### src/sv/aprd_pkg.sv
// Shared types and constants for the AIS position report decoder.
package aprd_pkg;

	localparam int STORE_DEPTH = 23;
	localparam int SEXTET_W    = 6;
	localparam int BIT_LEN     = STORE_DEPTH * SEXTET_W;
	localparam int CNT_W       = 5;
	localparam int IDX_W       = 5;

	localparam int QUEUE_DEPTH = 2;
	localparam int QPTR_W      = 1;
	localparam int QCNT_W      = 2;

	localparam logic [5:0] MT_POS_A1 = 6'd1;
	localparam logic [5:0] MT_POS_A2 = 6'd2;
	localparam logic [5:0] MT_POS_A3 = 6'd3;
	localparam logic [5:0] MT_POS_B  = 6'd18;

	localparam logic [9:0]  NA_SOG = 10'd1023;
	localparam logic [27:0] NA_LON = 28'h6791AC0;
	localparam logic [26:0] NA_LAT = 27'h3412140;
	localparam logic [11:0] NA_COG = 12'd3600;
	localparam logic [8:0]  NA_HDG = 9'd511;

	localparam logic [7:0] ARMOR_LO_MIN = 8'd48;
	localparam logic [7:0] ARMOR_LO_MAX = 8'd87;
	localparam logic [7:0] ARMOR_HI_MIN = 8'd96;
	localparam logic [7:0] ARMOR_HI_MAX = 8'd119;
	localparam logic [7:0] ARMOR_HI_OFS = 8'd56;

	// bits[BIT_LEN-1] is message bit 0
	typedef struct packed {
		logic               class_b;
		logic [BIT_LEN-1:0] bits;
	} job_t;

endpackage

### src/sv/aprd_front.sv
// Front end: de-armors characters, fills the sextet store, classifies finished reports.
module aprd_front (
	input  logic               clk,
	input  logic               arst_n,
	input  logic [7:0]         symbol,
	input  logic               last,
	input  logic               symbol_valid,
	output logic               symbol_ready,
	input  logic               full,
	output logic               push,
	output aprd_pkg::job_t     push_job
);

	logic [aprd_pkg::SEXTET_W-1:0] sextet_q [aprd_pkg::STORE_DEPTH];
	logic [aprd_pkg::CNT_W-1:0]    cnt_q;
	logic [aprd_pkg::SEXTET_W-1:0] sx;
	logic [aprd_pkg::BIT_LEN-1:0]  snap;
	logic [5:0]                    snap_type;
	logic [29:0]                   snap_mmsi;
	logic                          accept;
	logic                          known;
	logic                          is_b;

	function automatic logic [5:0] dearmor(input logic [7:0] c);
		logic [7:0] d;
		d = 8'd0;
		if (c >= aprd_pkg::ARMOR_LO_MIN && c <= aprd_pkg::ARMOR_LO_MAX)
			d = c - aprd_pkg::ARMOR_LO_MIN;
		else if (c >= aprd_pkg::ARMOR_HI_MIN && c <= aprd_pkg::ARMOR_HI_MAX)
			d = c - aprd_pkg::ARMOR_HI_OFS;
		return d[5:0];
	endfunction

	assign sx           = dearmor(symbol);
	assign symbol_ready = !full;
	assign accept       = symbol_valid && symbol_ready;

	always_comb begin
		for (int i = 0; i < aprd_pkg::STORE_DEPTH; i++) begin
			if (cnt_q == aprd_pkg::CNT_W'(i))
				snap[aprd_pkg::BIT_LEN-1-i*aprd_pkg::SEXTET_W -: aprd_pkg::SEXTET_W] = sx;
			else
				snap[aprd_pkg::BIT_LEN-1-i*aprd_pkg::SEXTET_W -: aprd_pkg::SEXTET_W] =
					sextet_q[i];
		end
	end

	assign snap_type = snap[aprd_pkg::BIT_LEN-1 -: 6];
	assign snap_mmsi = snap[aprd_pkg::BIT_LEN-1-8 -: 30];

	always_comb begin
		known = 1'b0;
		is_b  = 1'b0;
		unique case (snap_type) inside
			aprd_pkg::MT_POS_A1, aprd_pkg::MT_POS_A2, aprd_pkg::MT_POS_A3: begin
				known = 1'b1;
			end
			aprd_pkg::MT_POS_B: begin
				known = 1'b1;
				is_b  = 1'b1;
			end
			default: begin
				known = 1'b0;
			end
		endcase
	end

	assign push             = accept && last && known && (snap_mmsi != 30'd0);
	assign push_job.class_b = is_b;
	assign push_job.bits    = snap;

	always_ff @(posedge clk or negedge arst_n) begin
		if (!arst_n) begin
			cnt_q <= '0;
			for (int i = 0; i < aprd_pkg::STORE_DEPTH; i++)
				sextet_q[i] <= '0;
		end else if (accept) begin
			if (last) begin
				cnt_q <= '0;
				for (int i = 0; i < aprd_pkg::STORE_DEPTH; i++)
					sextet_q[i] <= '0;
			end else if (cnt_q < aprd_pkg::CNT_W'(aprd_pkg::STORE_DEPTH)) begin
				sextet_q[cnt_q[aprd_pkg::IDX_W-1:0]] <= sx;
				cnt_q <= cnt_q + 1'b1;
			end
		end
	end

endmodule

### src/sv/aprd_queue.sv
// Two-entry job queue between front end and field decoder.
module aprd_queue (
	input  logic           clk,
	input  logic           arst_n,
	input  logic           push,
	input  aprd_pkg::job_t push_job,
	output logic           full,
	input  logic           pop,
	output logic           empty,
	output aprd_pkg::job_t head
);

	aprd_pkg::job_t              mem_q [aprd_pkg::QUEUE_DEPTH];
	logic [aprd_pkg::QPTR_W-1:0] wr_ptr_q;
	logic [aprd_pkg::QPTR_W-1:0] rd_ptr_q;
	logic [aprd_pkg::QCNT_W-1:0] count_q;

	assign full  = count_q == aprd_pkg::QCNT_W'(aprd_pkg::QUEUE_DEPTH);
	assign empty = count_q == '0;
	assign head  = mem_q[rd_ptr_q];

	always_ff @(posedge clk) begin
		if (push)
			mem_q[wr_ptr_q] <= push_job;
	end

	always_ff @(posedge clk or negedge arst_n) begin
		if (!arst_n) begin
			wr_ptr_q <= '0;
			rd_ptr_q <= '0;
			count_q  <= '0;
		end else begin
			if (push)
				wr_ptr_q <= wr_ptr_q + 1'b1;
			if (pop)
				rd_ptr_q <= rd_ptr_q + 1'b1;
			if (push && !pop)
				count_q <= count_q + 1'b1;
			else if (pop && !push)
				count_q <= count_q - 1'b1;
		end
	end

`ifndef NO_ASSERTIONS
	a_no_overflow: assert property (@(posedge clk) disable iff (!arst_n) push |-> !full)
		else $error("queue push while full");
	a_no_underflow: assert property (@(posedge clk) disable iff (!arst_n) pop |-> !empty)
		else $error("queue pop while empty");
	a_count_range: assert property (@(posedge clk) disable iff (!arst_n)
		count_q <= aprd_pkg::QCNT_W'(aprd_pkg::QUEUE_DEPTH))
		else $error("queue count out of range");
	a_ptr_track: assert property (@(posedge clk) disable iff (!arst_n)
		(count_q == '0 || full) |-> (wr_ptr_q == rd_ptr_q))
		else $error("queue pointers disagree with count");
`endif

endmodule

### src/sv/aprd_back.sv
// Back end: extracts report fields at the type's offsets into the output register.
module aprd_back (
	input  logic               clk,
	input  logic               arst_n,
	input  logic               empty,
	input  aprd_pkg::job_t     head,
	output logic               pop,
	output logic               report_valid,
	input  logic               report_ready,
	output logic [5:0]         msg_type,
	output logic [29:0]        mmsi,
	output logic [9:0]         sog,
	output logic               sog_ok,
	output logic signed [27:0] lon,
	output logic               lon_ok,
	output logic signed [26:0] lat,
	output logic               lat_ok,
	output logic [11:0]        cog,
	output logic               cog_ok,
	output logic [8:0]         heading,
	output logic               heading_ok
);

	localparam int TOP    = aprd_pkg::BIT_LEN - 1;
	localparam int BASE_A = 50;
	localparam int BASE_B = 46;

	logic        valid_q;
	logic [5:0]  type_q;
	logic [29:0] mmsi_q;
	logic [9:0]  sog_q;
	logic [27:0] lon_q;
	logic [26:0] lat_q;
	logic [11:0] cog_q;
	logic [8:0]  hdg_q;
	logic [9:0]  f_sog;
	logic [27:0] f_lon;
	logic [26:0] f_lat;
	logic [11:0] f_cog;
	logic [8:0]  f_hdg;

	always_comb begin
		if (head.class_b) begin
			f_sog = head.bits[TOP-BASE_B -: 10];
			f_lon = head.bits[TOP-BASE_B-11 -: 28];
			f_lat = head.bits[TOP-BASE_B-39 -: 27];
			f_cog = head.bits[TOP-BASE_B-66 -: 12];
			f_hdg = head.bits[TOP-BASE_B-78 -: 9];
		end else begin
			f_sog = head.bits[TOP-BASE_A -: 10];
			f_lon = head.bits[TOP-BASE_A-11 -: 28];
			f_lat = head.bits[TOP-BASE_A-39 -: 27];
			f_cog = head.bits[TOP-BASE_A-66 -: 12];
			f_hdg = head.bits[TOP-BASE_A-78 -: 9];
		end
	end

	assign pop = !empty && (!valid_q || report_ready);

	always_ff @(posedge clk) begin
		if (pop) begin
			type_q <= head.bits[TOP -: 6];
			mmsi_q <= head.bits[TOP-8 -: 30];
			sog_q  <= f_sog;
			lon_q  <= f_lon;
			lat_q  <= f_lat;
			cog_q  <= f_cog;
			hdg_q  <= f_hdg;
		end
	end

	always_ff @(posedge clk or negedge arst_n) begin
		if (!arst_n)
			valid_q <= 1'b0;
		else if (pop)
			valid_q <= 1'b1;
		else if (report_ready)
			valid_q <= 1'b0;
	end

	assign report_valid = valid_q;
	assign msg_type     = type_q;
	assign mmsi         = mmsi_q;
	assign sog          = sog_q;
	assign sog_ok       = sog_q != aprd_pkg::NA_SOG;
	assign lon          = lon_q;
	assign lon_ok       = lon_q != aprd_pkg::NA_LON;
	assign lat          = lat_q;
	assign lat_ok       = lat_q != aprd_pkg::NA_LAT;
	assign cog          = cog_q;
	assign cog_ok       = cog_q != aprd_pkg::NA_COG;
	assign heading      = hdg_q;
	assign heading_ok   = hdg_q != aprd_pkg::NA_HDG;

endmodule

### src/sv/ais_position_report_decoder.sv
// Top level of the AIS position report decoder.
// Throughput: one character per cycle unless the job queue is full; character storing and
// report decoding overlap. A report enters the job queue on the edge that accepts its last
// character, and moves from the queue into the output register once that register is free.
// The two-entry job queue absorbs output stalls; symbol_ready drops only while it is full.
// Reset (arst_n low, asynchronous) clears the sextet store, count, queue and output valid.
module ais_position_report_decoder (
	input  logic               clk,
	input  logic               arst_n,
	input  logic [7:0]         symbol,
	input  logic               last,
	input  logic               symbol_valid,
	output logic               symbol_ready,
	output logic               report_valid,
	input  logic               report_ready,
	output logic [5:0]         msg_type,
	output logic [29:0]        mmsi,
	output logic [9:0]         sog,
	output logic               sog_ok,
	output logic signed [27:0] lon,
	output logic               lon_ok,
	output logic signed [26:0] lat,
	output logic               lat_ok,
	output logic [11:0]        cog,
	output logic               cog_ok,
	output logic [8:0]         heading,
	output logic               heading_ok
);

	aprd_pkg::job_t push_job;
	aprd_pkg::job_t head;
	logic           push;
	logic           pop;
	logic           full;
	logic           empty;

	aprd_front u_front (
		.clk          (clk),
		.arst_n       (arst_n),
		.symbol       (symbol),
		.last         (last),
		.symbol_valid (symbol_valid),
		.symbol_ready (symbol_ready),
		.full         (full),
		.push         (push),
		.push_job     (push_job)
	);

	aprd_queue u_queue (
		.clk      (clk),
		.arst_n   (arst_n),
		.push     (push),
		.push_job (push_job),
		.full     (full),
		.pop      (pop),
		.empty    (empty),
		.head     (head)
	);

	aprd_back u_back (
		.clk          (clk),
		.arst_n       (arst_n),
		.empty        (empty),
		.head         (head),
		.pop          (pop),
		.report_valid (report_valid),
		.report_ready (report_ready),
		.msg_type     (msg_type),
		.mmsi         (mmsi),
		.sog          (sog),
		.sog_ok       (sog_ok),
		.lon          (lon),
		.lon_ok       (lon_ok),
		.lat          (lat),
		.lat_ok       (lat_ok),
		.cog          (cog),
		.cog_ok       (cog_ok),
		.heading      (heading),
		.heading_ok   (heading_ok)
	);

endmodule

### config.mk
export PLATFORM = sky130hd
export DESIGN_NAME = ais_position_report_decoder
export DESIGN_NICKNAME = d
export VERILOG_FILES = /design/src/sv/aprd_pkg.sv /design/src/sv/aprd_front.sv /design/src/sv/aprd_queue.sv /design/src/sv/aprd_back.sv /design/src/sv/ais_position_report_decoder.sv
export SDC_FILE = /design/constraint.sdc
export NUM_CORES = 1
export LEC_CHECK = 0
export BUFFER_PORTS_ARGS = -buffer_cell sky130_fd_sc_hd__buf_2
export CAP_MARGIN = 10
export CORE_UTILIZATION = 35
export CTS_CLUSTER_DIAMETER = 150
export DETAILED_ROUTE_END_ITERATION = 10
export GPL_TIMING_DRIVEN = 1
export PLACE_DENSITY_LB_ADDON = 0.08
export REMOVE_ABC_BUFFERS = 1
export SYNTH_ARGS = -nofsm -noshare
export SYNTH_HDL_FRONTEND = slang
export SYNTH_SLANG_ARGS = --single-unit
### constraint.sdc
create_clock -name clk -period 7.4 [get_ports clk]
set_input_delay 0.37 -clock clk [delete_from_list [all_inputs] [get_ports clk]]
set_output_delay 0.37 -clock clk [all_outputs]
set_load 0.005 [all_outputs]
# Word level (Yosys, flattened, before mapping)
# Memories as Yosys holds them, arrays and structs flattened.
# Cells that the tools add are included.
# Widths: inputs -> output; s select.
# op_classes
bitwise_logic,1
muxes,45
add_sub_neg,7
n_reduce_logical,24
eq_ne,32
n_lt_le_gt_ge,7
# ops
op,count
$mux 138,2
$mux 6,26
$bwmux 138,1
$eq 5x4->1 const B,8
$eq 5x5->1 const B,7
$demux 6 s5,1
$reduce_bool 30->1,1
$mux 28,1
$ne 28x27->1 const B,1
$mux 27,1
$ne 27x26->1 const B,1
$eq 5x3->1 const B,4
$le 8x7->1 const B,2
$eq 6x2->1 const B,2
$mux 12,1
$ne 12x12->1 const B,1
$sub 6x6->6 const B,2
$eq 5x2->1 const B,2
$logic_and 1x1->1,10
$mux 10,1
$mux 5,2
$ne 10x10->1 const B,1
$mux 9,1
$ne 9x9->1 const B,1
other kinds (23),36
# totals
elab_cells,152
ram_bits,278
mem_count,1
out_inout_bits,129
inputBits,13
register_bits,270
# memory_table
memory,words,width,rd,rd_ports_with_merged_regs,wr,line,source
u_queue.mem_q,2,139,1,0,1,aprd_queue.sv:13,aprd_pkg::job_t mem_q [aprd_pkg::QUEUE_DEPTH];

# Depth between registers and ports, before layout
# Gate-level depths: netlist of the first run.
# depth
ltp_word,14
depth_mapped,17

# Cells and area by module
# Synthesis of the first run repeated with hierarchy kept, for this count alone.
# hier_totals
hier_cells,1821
area_unflattened_um2,24198.2
# modules_own_cells
module,area_per_inst_um2,cells_per_inst,n_inst,seq_area_each_um2
aprd_queue,10633.9,449,1,8448.1
aprd_front,8610.8,1114,1,3578.4
aprd_back,4953.5,258,1,3688.5

# Worst setup path before layout of the first run
# OpenSTA, ideal clock, no wires.
# synth_path
path_type,input to register
start,input port symbol[5]
end,"memory u_queue.mem_q[0][100] in the netlist's numbering, enable pin"
required_ps,6783
path_slack_ps,-865
t_arrival_ps,7648
path_stages,13
n_path_buf,3
path_cell_list,buf_2 -> inv_1 -> ha_1 -> and4_1 -> a221oi_1 -> or2_1 -> buf_4 -> mux2_1 -> buf_2 -> a21oi_1 -> nor4_1 -> o31ai_2 -> nor2_1
# synth_between
elab_chain_len,12
elab_cells_between_ends,28
classes_between,2 x add/sub; 4 x order compare; 4 x eq/ne; 12 x mux; 6 x reduce/logical
# synth_lines
element,line,source
start: declaration,ais_position_report_decoder.sv:10,"input logic [7:0] symbol,"
$ge 8x7->1 or $le 8x7->1 (tied branches),aprd_front.sv:29,else if (c >= aprd_pkg::ARMOR_HI_MIN && c <= aprd_pkg::ARMOR_HI_MAX)
$logic_and 1x1->1,aprd_front.sv:29,
$mux 6,aprd_front.sv:29,
$mux 6 *,aprd_front.sv:27,if (c >= aprd_pkg::ARMOR_LO_MIN && c <= aprd_pkg::ARMOR_LO_MAX)
$mux 6,aprd_front.sv:40,if (cnt_q == aprd_pkg::CNT_W'(i))
$eq 6x5->1 (no line) (tied with other cells),--,
$reduce_or 4->1 (no line),--,
$mux 1,aprd_front.sv:54,unique case (snap_type) inside
$logic_and 1x1->1,aprd_front.sv:68,assign push = accept && last && known && (snap_mmsi != 30'd0);
$logic_and 1x1->1 *,aprd_front.sv:68,
$mux 1 *,aprd_queue.sv:23,if (push)
$mux 1 (implied by the code) *,aprd_queue.sv:24,mem_q[wr_ptr_q] <= push_job;
end: declaration,aprd_queue.sv:13,
# Every way passes the cells marked *; elsewhere a longest branch is shown, timed or not.

==> out/results.tsv, run 1 <==
stage	metric	value	unit
grt	first-pass GRT wire length	93000	um
sta	Setup TNS	0	ps
sta	fmax	218	MHz
critical_path	number of cells on the critical path	13	
synth	flops & latches, synth	515	
min_path	hold_sp	report_ready	
pwr	Leak Pwr	9.49	nW
layout	commonest cells after routing, fill and taps aside	378 x edfxtp_1, 274 x nand2_1, 194 x o21ai_0	
critical_path	Buf+Inv Stages, Crit Path	4	
layout	Final nets	2006	
min_path	hold path endpoint	u_back.report_valid	
sta	Hold WS	143	ps
die	FP Rows	93	
clock_network	CTS Sinks	515	
clock_network	Clk Latency, worst-skew pair	620	ps
die	DIE AREA	0.0663	mm^2
die	die height	257	um
layout	post-route design area	0.0262	mm^2
route	DR iter-0 viols	1074	
clock_network	post-CTS setup buffer count	0	
sta	Final Cycle Share	62.1	%
layout	layout cells sized above 1	15.0	%
critical_path	r2r endpoint	u_queue.mem_q[1][133]	
synth	Mapped Cells	1899	
die	Core Box Area	0.0645	mm^2
grt	GRT Total Usage	18.2	%
synth	Synth Area in Simple Gates	10.3	%
route	vias	15100	
clock_network	hold buffers post-CTS	1	
synth	Post-synth EDFFs	378	
clock_network	CTS tree	done	
critical_path	CP Class	primary input to register	
synth	Synth Cell Area	0.0228	mm^2
clock_network	post_cts resized	0	
route	routed vias/inst	5.24	
die	die width	257	um
critical_path	slowest CP cell	mux2_1	
synth	register area share after synthesis	64.7	%
route	WL/cell	20.9	um
layout	total inserted antenna cells	0	
critical_path	critical path, cell by cell	buf_2, inv_1, ha_1, and4_1, a221oi_1, or2_1, mux2_1, o21ai_0, nand4b_1, o31ai_2, inv_2, and2_4, buf_12	
flow_run	number of max-cap violations	0	
min_path	Hold Crit Class	primary input to register	
critical_path	Setup crit end kind	register	
layout	Synth-to-Final Area Change	14.7	%
layout	final non-filler cell total	2884	
critical_path	critical path fanouts, max	68	
synth	number of distinct library cells after synthesis	66	
sta	hold violation count in the final report	0	
synth	Warnings, synthesis	0	
route	first-pass detailed-route iteration total	5	
pwr	Tot Pwr	10.2	mW
sta	Slew headroom	21.5	%
clock_network	H-tree Lvls	2	
sta	unrepaired setup endpoints after global routing	false	
sta	Worst Max-Slew Pin Slew	1180	ps
place	placed inst area	0.0244	mm^2
min_path	Hold Path Depth	3	
sta	setup violators final	0	
grt	pin count of the biggest net entering global routing	139	
place	pre-CTS WS	2180	ps
critical_path	WP data arrival	4830	ps
route	DRC	0	
sta	Final min period	4590	ps
synth	main combinational cell family by area after synthesis	compound AO/OA/AOI/OAI gates	
critical_path	max incr delay on CP	790	ps
grt	GRT overflow	0	
sta	final clock skew	29.5	ps
pwr	peak supply drop	184	uV
place	Port Buffers	141	
sta	Setup WS post-layout	2810	ps
grt	antenna violations before repair	0	
clock_network	Worst-path clk slew	60	ps
place	GPL Wtd Cong	0.788	
synth	FFs w/ async S/R, synth	26.6	%
critical_path	worst-case reg-to-reg path depth	10	
clock_network	root buffer cell	clkbuf_16	
sta	Slew Viols, Final	0	
layout	final core utilization	40.6	%
die	IO Pins	142	
synth	Synth Area in XOR/XNOR	0.268	%
grt	vias in the first global route	15100	
pwr	Pwr Density	388	mW/mm^2
synth	Syn Area/Cell	12.0	um^2
place	Cells after DPL	2779	
layout	commonest non-fill, non-tap cell in the layout	edfxtp_1	
clock_network	Num CTS Buffers	56	
route	WL final	60200	um
critical_path	RR Startpoint	u_front.cnt_q[2]	
critical_path	Reg2Reg Setup Slack	3200	ps
synth	mux cell area share after synthesis	5.84	%
die	initial core utilization	35.4	%
critical_path	CP Launch Type	primary input	
synth	adder-cell area share of the yosys netlist	0.548	%
critical_path	WP data required	7640	ps
place	DP HPWL	37600	um
clock_network	deepest clock path buffer count	3	
route	antenna violation net count after detailed routing	0	
status	status	completed	
synth	most common flop cell mapped by yosys	edfxtp_1	
critical_path	CP delay by family, top	simple AND/OR/NAND/NOR gates	
synth	synthesized-area fraction occupied by ao, oa, aoi and oai cells	15.8	%
[Yosys cell counts (5+ instances only)]
| master | n | area share [%] |
|---|---|---|
| nor2_1 | 45 | 0.74 |
| nor4b_1 | 7 | 0.27 |
| mux2i_1 | 87 | 3.8 |
| nand2_1 | 274 | 4.5 |
| clkbuf_1 | 122 | 2.0 |
| buf_1 | 9 | 0.15 |
| dfrtp_1 | 137 | 15 |
| a21boi_0 | 116 | 3.8 |
| and2_1 | 6 | 0.16 |
| edfxtp_1 | 378 | 50 |
| a22oi_1 | 9 | 0.30 |
| ha_1 | 10 | 0.55 |
| mux2_2 | 40 | 2.0 |
| nor2b_1 | 94 | 2.6 |
| nand3_1 | 11 | 0.24 |
| a211oi_1 | 88 | 2.9 |
| o21ai_1 | 64 | 1.4 |
| o21ai_0 | 194 | 4.3 |
| nand2b_1 | 5 | 0.14 |
| inv_1 | 8 | 0.13 |
| nor4_1 | 7 | 0.19 |
| nor3_1 | 9 | 0.20 |
| a21oi_1 | 101 | 2.2 |
| nand4_1 | 10 | 0.27 |
[kinds of logic (layout without fill, tap and decap cells)]
family | count (synthesis) | count (layout)
fa+ha+maj | 10 | 10
compound gates | 598 | 598
simple gates | 495 | 495
buf+inv | 146 | 276
xor+xnor | 7 | 7
mux | 128 | 128
flops | 515 | 515
[layout make-up]
cell class,count,area (um^2)
inverters,9,36.3
flip-flops and latches,515,14800
well taps,855,1070
repair buffers,163,932
fillers,6100,38300
multi-input cells,1238,7540
clock inverters,33,322
clock buffers,71,1510
[flip-flops by register name, indices dropped and copies added, names as in the netlist]
register / cells
u_queue.wr_ptr_q: 1
u_back.lon: 28
u_queue.mem_q: 256
u_back.sog: 10
u_back.heading: 9
u_queue.count_q: 2
u_back.report_valid: 1
u_back.lat: 27
u_front.cnt_q: 5
u_back.mmsi: 30
u_back.cog: 12
u_back.msg_type: 6
u_queue.rd_ptr_q: 1
u_front.sextet_q: 127
[tightest hold or removal path, stage by stage]
cell and delay [ps]:
buf_2 70, nand2b_1 190, nand2_1 70
[where the power goes]
group          total, mW  switching, mW  internal, mW
clock network       2.81           1.16          1.65
logic               2.63           1.67         0.956
registers           4.73          0.476          4.25
total               10.2           3.31          6.85
[per-layer routing]
metal	wire, um	track usage (%)	part of all wire [%]
met4	1360	4.87	2.3
met5	0	0	0
met3	2330	2.73	3.9
met2	28000	28.8	46
met1	28600	25.9	47
[worst max-delay path by stage]
stage	end	startpoint	slack [ps]
CTS	u_queue.mem_q[1][5]	symbol[5]	2810
detailed placement	u_queue.mem_q[1][133]	symbol[5]	2180
global placement	u_queue.mem_q[1][11]	symbol[5]	2230
finish	u_queue.mem_q[1][3]	symbol[5]	2810
floorplan	u_front.sextet_q[42]	u_front.cnt_q[4]	-3600
global route	u_queue.mem_q[1][5]	symbol[5]	2420
No activity file was read; power rests on OpenSTA's default activity.
==> run 2: changes to the inputs <==
--- a/config.mk
+++ b/config.mk
@@ -5,6 +5,7 @@
 export SDC_FILE = /design/constraint.sdc
 export NUM_CORES = 1
 export LEC_CHECK = 0
+export ABC_AREA = 1
 export BUFFER_PORTS_ARGS = -buffer_cell sky130_fd_sc_hd__buf_2
 export CAP_MARGIN = 10
 export CORE_UTILIZATION = 35
==> constraint.sdc (replaced) <==
create_clock -name clk -period 4.6 [get_ports clk]
set_input_delay 0.23 -clock clk [delete_from_list [all_inputs] [get_ports clk]]
set_output_delay 0.23 -clock clk [all_outputs]
set_load 0.005 [all_outputs]
==> run 2 against run 1 <==
  * Non-clock buffer count grew 4
  * Sequential power grew 40%
  * Largest cell class unchanged
  * Critical endpoint is now u_queue.count_q[1]
  * Critical path depth grew 6
  * Sequential share of layout area grew 3.2 points
==> out/results.tsv, run 2 <==
stage	metric	value	unit
synth	Warnings, synthesis	0	
clock_network	Worst-path clk slew	60	ps
route	DRC	0	
pwr	Leak Pwr	10.1	nW
layout	Synth-to-Final Area Change	15.7	%
clock_network	post_cts resized	0	
synth	main combinational cell family by area after synthesis	simple AND/OR/NAND/NOR gates	
grt	antenna violations before repair	0	
layout	final core utilization	41.0	%
layout	Final nets	2169	
clock_network	Clk Latency, worst-skew pair	610	ps
die	die height	249	um
layout	total inserted antenna cells	0	
grt	GRT Total Usage	18.2	%
clock_network	CTS tree	done	
status	status	completed	
synth	flops & latches, synth	515	
critical_path	Setup crit end kind	register	
route	routed vias/inst	4.95	
flow_run	number of max-cap violations	0	
synth	number of distinct library cells after synthesis	45	
grt	first-pass GRT wire length	86800	um
synth	Synth Area in XOR/XNOR	0.163	%
sta	Slew Viols, Final	0	
grt	gr busiest metal	met2	
synth	Syn Area/Cell	10.7	um^2
synth	FFs w/ async S/R, synth	26.6	%
grt	M1 GR Usage	25.8	%
synth	most numerous cell in the Yosys netlist	nand2_1	
critical_path	WP data arrival	3950	ps
sta	Worst Max-Slew Pin Slew	1060	ps
die	initial core utilization	35.4	%
die	Core Box Area	0.0605	mm^2
layout	# fillers	5787	
layout	commonest cells after routing, fill and taps aside	694 x nand2_1, 378 x edfxtp_1, 194 x o21ai_0	
pwr	Pwr Density	599	mW/mm^2
clock_network	CTS Sinks	515	
grt	met2 Use GR	29.1	%
pwr	peak supply drop	436	uV
route	WL final	56900	um
synth	synthesized-area fraction occupied by ao, oa, aoi and oai cells	8.59	%
die	IO Pins	142	
pwr	Tot Pwr	14.8	mW
place	placed inst area	0.0230	mm^2
synth	Mapped Cells	2005	
synth	Post-synth EDFFs	378	
synth	largest cells by area after synthesis	edfxtp_1 53%, dfrtp_1 16%, nand2_1 12%, o21ai_0 4.5%, inv_1 2.2%	
sta	fmax	288	MHz
sta	unrepaired setup endpoints after global routing	false	
synth	Synth area leader	edfxtp_1	
critical_path	WP data required	5080	ps
route	WL/cell	19.1	um
route	first-pass detailed-route iteration total	6	
clock_network	deepest clock path buffer count	3	
synth	adder-cell area share of the yosys netlist	0.584	%
synth	register area share after synthesis	69.0	%
synth	Synth Area in Simple Gates	17.3	%
critical_path	max incr delay on CP	490	ps
route	antenna violation net count after detailed routing	0	
die	FP Rows	90	
layout	layout cells sized above 1	13.8	%
route	vias	14700	
place	DP HPWL	36000	um
place	Port Buffers	141	
clock_network	root buffer cell	clkbuf_16	
critical_path	most used cell, CP	nand2_1	
sta	Final Cycle Share	75.4	%
grt	pin count of the biggest net entering global routing	124	
min_path	Hold Crit Class	primary input to register	
grt	vias in the first global route	14300	
sta	Slew headroom	29.1	%
sta	setup violators final	0	
route	DR iter-0 viols	1044	
place	GPL Wtd Cong	0.774	
min_path	hold_sp	symbol[0]	
layout	area occupied by multi-input gates	0.00579	mm^2
critical_path	CP Launch Type	register	
critical_path	critical path, cell by cell	inv_1, ha_1, inv_1, nor2_2, inv_2, nand2_1, nand2_1, inv_1, nand2_1, nor2_1, nand2_1, nor2_1, nand3_1, nand2_1, inv_1, ha_1, a21oi_1, o21ai_0, xor2_1	
die	DIE AREA	0.0622	mm^2
synth	top cells by count, synth	695 x nand2_1, 378 x edfxtp_1, 194 x o21ai_0	
clock_network	Num CTS Buffers	57	
critical_path	RR Startpoint	u_front.cnt_q[1]	
synth	Synth Cell Area	0.0214	mm^2
critical_path	critical path fanouts, max	12	
sta	hold violation count in the final report	0	
grt	GRT overflow	0	
layout	largest reg by FF count	u_queue.mem_q	
synth	most common flop cell mapped by yosys	edfxtp_1	
sta	final clock skew	14.4	ps
layout	max reg flops	256	
layout	commonest non-fill, non-tap cell in the layout	nand2_1	
clock_network	H-tree Lvls	2	
die	die width	249	um
layout	Sequential Area	0.0148	mm^2
synth	mux cell area share after synthesis	0.234	%
layout	post-route design area	0.0248	mm^2
grt	met3 GRT Util	2.68	%
critical_path	slowest CP cell	nor2_2	
synth	top cell type's share of synthesized area	53.0	%
critical_path	CP startpoint	u_front.cnt_q[1]	
critical_path	CP Class	register to register	
sta	Final min period	3470	ps
run 2: cell types whose count changed after synthesis, sizes merged, moves of 59 or more:
cell,change
a211oi,-89
a21boi,-116
a21oi,-82
a31oi,+62
clkbuf,-66
inv,+128
mux2i,-82
nand2,+439
nor2,+78
nor2b,-94
o21ai,-59
run 2: routing by layer:
layer	share of wire [%]	up-vias
li1	-	7122
met1	47	7218
met2	47	298
met3	4.1	84
met4	2.2	0
met5	0	-
run 2: repair_timing:
item / in CTS / in global routing
hold buffers: 2 / 0
setup buffers: 0 / 0
hold endpoints to repair: 39 / 0
run 2: power breakdown:
group | internal, mW | switching, mW | total (mW)
clock network | 2.49 | 1.82 | 4.31
registers | 6.18 | 0.424 | 6.60
logic | 1.17 | 2.77 | 3.93
run 2: cells by family after synthesis:
logic type	Yosys count
buffers and inverters	225
muxes	5
xor gates and xnor gates	4
AOI/OAI and AO/OA	333
DFF	515
and+or+nand+nor	913
adders and majority gates	10
run 2: worst paths after layout:
path / to / slack, ps / cells after the start
max: u_queue.count_q[1] / 1130 / 19
max reg2reg: u_queue.count_q[1] / 1130 / 19
min reg2reg: u_queue.wr_ptr_q / 480 / 2
min in group asynchronous: u_front.sextet_q[91] / 130 / 2
max in group asynchronous: u_queue.rd_ptr_q / 3130 / 3
min: u_front.sextet_q[126] / 90 / 3
run 2: area by class of cell:
cell class	instances	share of cell area [%]
sequential	515	59.6
multi-input combinational	1265	23.4
clock buffer	76	6.20
tap	782	3.94
timing repair buffer	167	3.93
inverter	140	2.15
clock inverter	28	0.822
run 2: worst max-delay path, delay by kind of cell, from the launching register on:
kind,cells,cell delay [ps]
AND/OR/NAND/NOR,9,1400
buffers and inverters,5,650
adder cells (fa/ha/maj),2,480
flip-flops,1,420
AO/OA/AOI/OAI,2,240
XOR/XNOR,1,150
run 2: per-stage QoR:
stage                     TNS (ps)  cells  hold slack (ps)  setup WS, ps
final                            0   2973             94.6          1130
after global routing             0   2973             96.7           919
after CTS                        0   2973             63.9          1170
after detailed placement         0   2867              185           877
after global placement           0   2867              184           969
after floorplan           -1028400   1920            -65.6         -3850
==> run 3: changes to the inputs <==
--- a/config.mk
+++ b/config.mk
@@ -5,7 +5,7 @@
 export SDC_FILE = /design/constraint.sdc
 export NUM_CORES = 1
 export LEC_CHECK = 0
-export ABC_AREA = 1
+export ABC_AREA = 0
 export BUFFER_PORTS_ARGS = -buffer_cell sky130_fd_sc_hd__buf_2
 export CAP_MARGIN = 10
 export CORE_UTILIZATION = 35
==> constraint.sdc (replaced) <==
create_clock -name clk -period 3.4 [get_ports clk]
set_input_delay 0.17 -clock clk [delete_from_list [all_inputs] [get_ports clk]]
set_output_delay 0.17 -clock clk [all_outputs]
set_load 0.005 [all_outputs]
==> run 3 against run 2 <==
  * Combinational power is 54% higher
  * Count of clock-buffer cells in the layout is 10 lower
  * Critical path type unchanged
  * Power is 52% higher
  * Largest power group unchanged
  * First-iteration DRC count is 3.3% higher
  * Worst hold slack worse by 10 ps
  * Global-route usage is 0.32 points higher
  * Clock skew is 9.5 ps higher
  * Via count is 3.7% higher
==> out/results.tsv, run 3 (synthesis gave the netlist of run 1 again) <==
stage	metric	value	unit
critical_path	worst-case reg-to-reg path depth	11	
route	DR iter-0 viols	1078	
place	GPL Wtd Cong	0.819	
sta	hold violation count in the final report	0	
critical_path	WP data required	3650	ps
clock_network	CTS tree	done	
route	routed vias/inst	5.20	
clock_network	H-tree Lvls	2	
route	DRC	0	
die	initial core utilization	35.4	%
layout	Synth-to-Final Area Change	17.6	%
route	vias	15300	
critical_path	CP Class	register to register	
pwr	Tot Pwr	22.6	mW
place	DP HPWL	39800	um
die	DIE AREA	0.0663	mm^2
clock_network	root buffer cell	clkbuf_16	
critical_path	critical path fanouts, max	86	
die	IO Pins	142	
critical_path	Setup crit end kind	register	
sta	Worst Max-Slew Pin Slew	1080	ps
flow_run	number of max-cap violations	0	
critical_path	CP Launch Type	register	
route	Max Used Layer	met4	
clock_network	Clk Latency, worst-skew pair	620	ps
sta	Slew headroom	28.2	%
sta	Final min period	3240	ps
layout	post-route design area	0.0269	mm^2
place	Port Buffers	141	
layout	Final nets	2059	
place	placed inst area	0.0249	mm^2
route	first-pass detailed-route iteration total	5	
grt	GRT overflow	0	
pwr	Leak Pwr	9.83	nW
critical_path	CP endpoint	u_queue.mem_q[0][102]	
clock_network	CTS Sinks	515	
grt	first-pass GRT wire length	93800	um
layout	layout cells sized above 1	17.6	%
critical_path	WP data arrival	3480	ps
die	Core Box Area	0.0645	mm^2
critical_path	RR Startpoint	u_front.cnt_q[0]	
sta	fmax	309	MHz
clock_network	Worst-path clk slew	60	ps
sta	Slew Viols, Final	0	
sta	final clock skew	23.9	ps
grt	pin count of the biggest net entering global routing	89	
route	WL final	61700	um
layout	max reg flops	256	
grt	GRT Total Usage	18.5	%
sta	setup violators final	0	
die	die height	257	um
clock_network	Num CTS Buffers	56	
route	WL met3	2750	um
layout	total inserted antenna cells	0	
die	die width	257	um
clock_network	deepest clock path buffer count	3	
route	DR WL met2	28600	um
grt	vias in the first global route	15100	
route	M1 WL	29100	um
pwr	peak supply drop	393	uV
critical_path	r2r endpoint	u_queue.mem_q[0][102]	
critical_path	CP startpoint	u_front.cnt_q[0]	
grt	antenna violations before repair	2	
status	status	completed	
sta	Final Cycle Share	95.2	%
pwr	Pwr Density	842	mW/mm^2
layout	commonest cells after routing, fill and taps aside	378 x edfxtp_1, 274 x nand2_1, 194 x o21ai_0	
min_path	Hold Crit Class	primary input to async pin	
layout	commonest non-fill, non-tap cell in the layout	edfxtp_1	
critical_path	Reg2Reg Setup Slack	160	ps
layout	largest reg by FF count	u_queue.mem_q	
die	FP Rows	93	
route	antenna violation net count after detailed routing	0	
route	WL/cell	21.0	um
[run 3: worst min-delay path by stage]
stage	endpoint	start	depth (start not counted)
3_3_place_gp	u_front.sextet_q[127]	arst_n	1
3_5_place_dp	u_front.sextet_q[127]	arst_n	1
2_1_floorplan	u_back.report_valid	arst_n	0
5_1_grt	u_front.sextet_q[127]	arst_n	2
4_1_cts	u_front.sextet_q[79]	arst_n	2
6_report	u_front.sextet_q[127]	arst_n	2
[run 3: repair_timing]
action | 4_1_cts | 5_1_grt
hold buffers | 3 | 0
gates cloned | 0 | 0
gates resized for setup | 1 | 5
pin swaps | 0 | 2
hold endpoints to repair | 119 | 0
endpoints found under the setup margin | 116 | 206
setup buffers | 0 | 2
[run 3: where the power goes]
part | total (mW) | internal, mW | leakage (nW) | switching, mW
Combinational | 6.06 | 2.32 | 3.69 | 3.74
Sequential | 10.3 | 9.24 | 5.22 | 1.02
Clock | 6.28 | 3.72 | 0.927 | 2.56
Total | 22.6 | 15.3 | 9.83 | 7.32
[run 3: layout make-up]
cell class / count / area, um^2
clock buffer: 66 / 1520
clock inverter: 40 / 395
fill: 6135 / 37600
inverter: 9 / 36.3
multi-input combinational: 1238 / 7560
sequential: 515 / 14800
tap: 855 / 1070
timing repair buffer: 216 / 1490
[run 3: stage by stage]
stage | std cells | setup TNS [ps] | utilization, % | hold slack [ps] | worst slack, ps
floorplan | 1762 | -2129740 | - | -126 | -7600
global placement | 2828 | 0 | 38.6 | 140 | 13.0
detailed placement | 2828 | 0 | 38.6 | 141 | 0.123
CTS | 2937 | 0 | 41.6 | 78.8 | 65.9
global route | 2939 | -1380 | 41.7 | 116 | -48.0
finish | 2939 | 0 | 41.7 | 84.2 | 163
[run 3: worst max-delay path, cell delays in order, from the launching register on]
cell and delay [ps]:
dfrtp_1 380, buf_4 160, ha_1 230, nor4b_2 190, buf_4 160, o41ai_2 340, a21oi_1 120, nor4_2 280
nand3_1 160, o31ai_4 360, nor2_4 80, clkbuf_16 280
[run 3: layer usage]
layer  vias up  track usage (%)
li1       7308                -
met1      7511             26.7
met2       368             29.2
met3        85             2.62
met4         0             4.67
met5         -                0
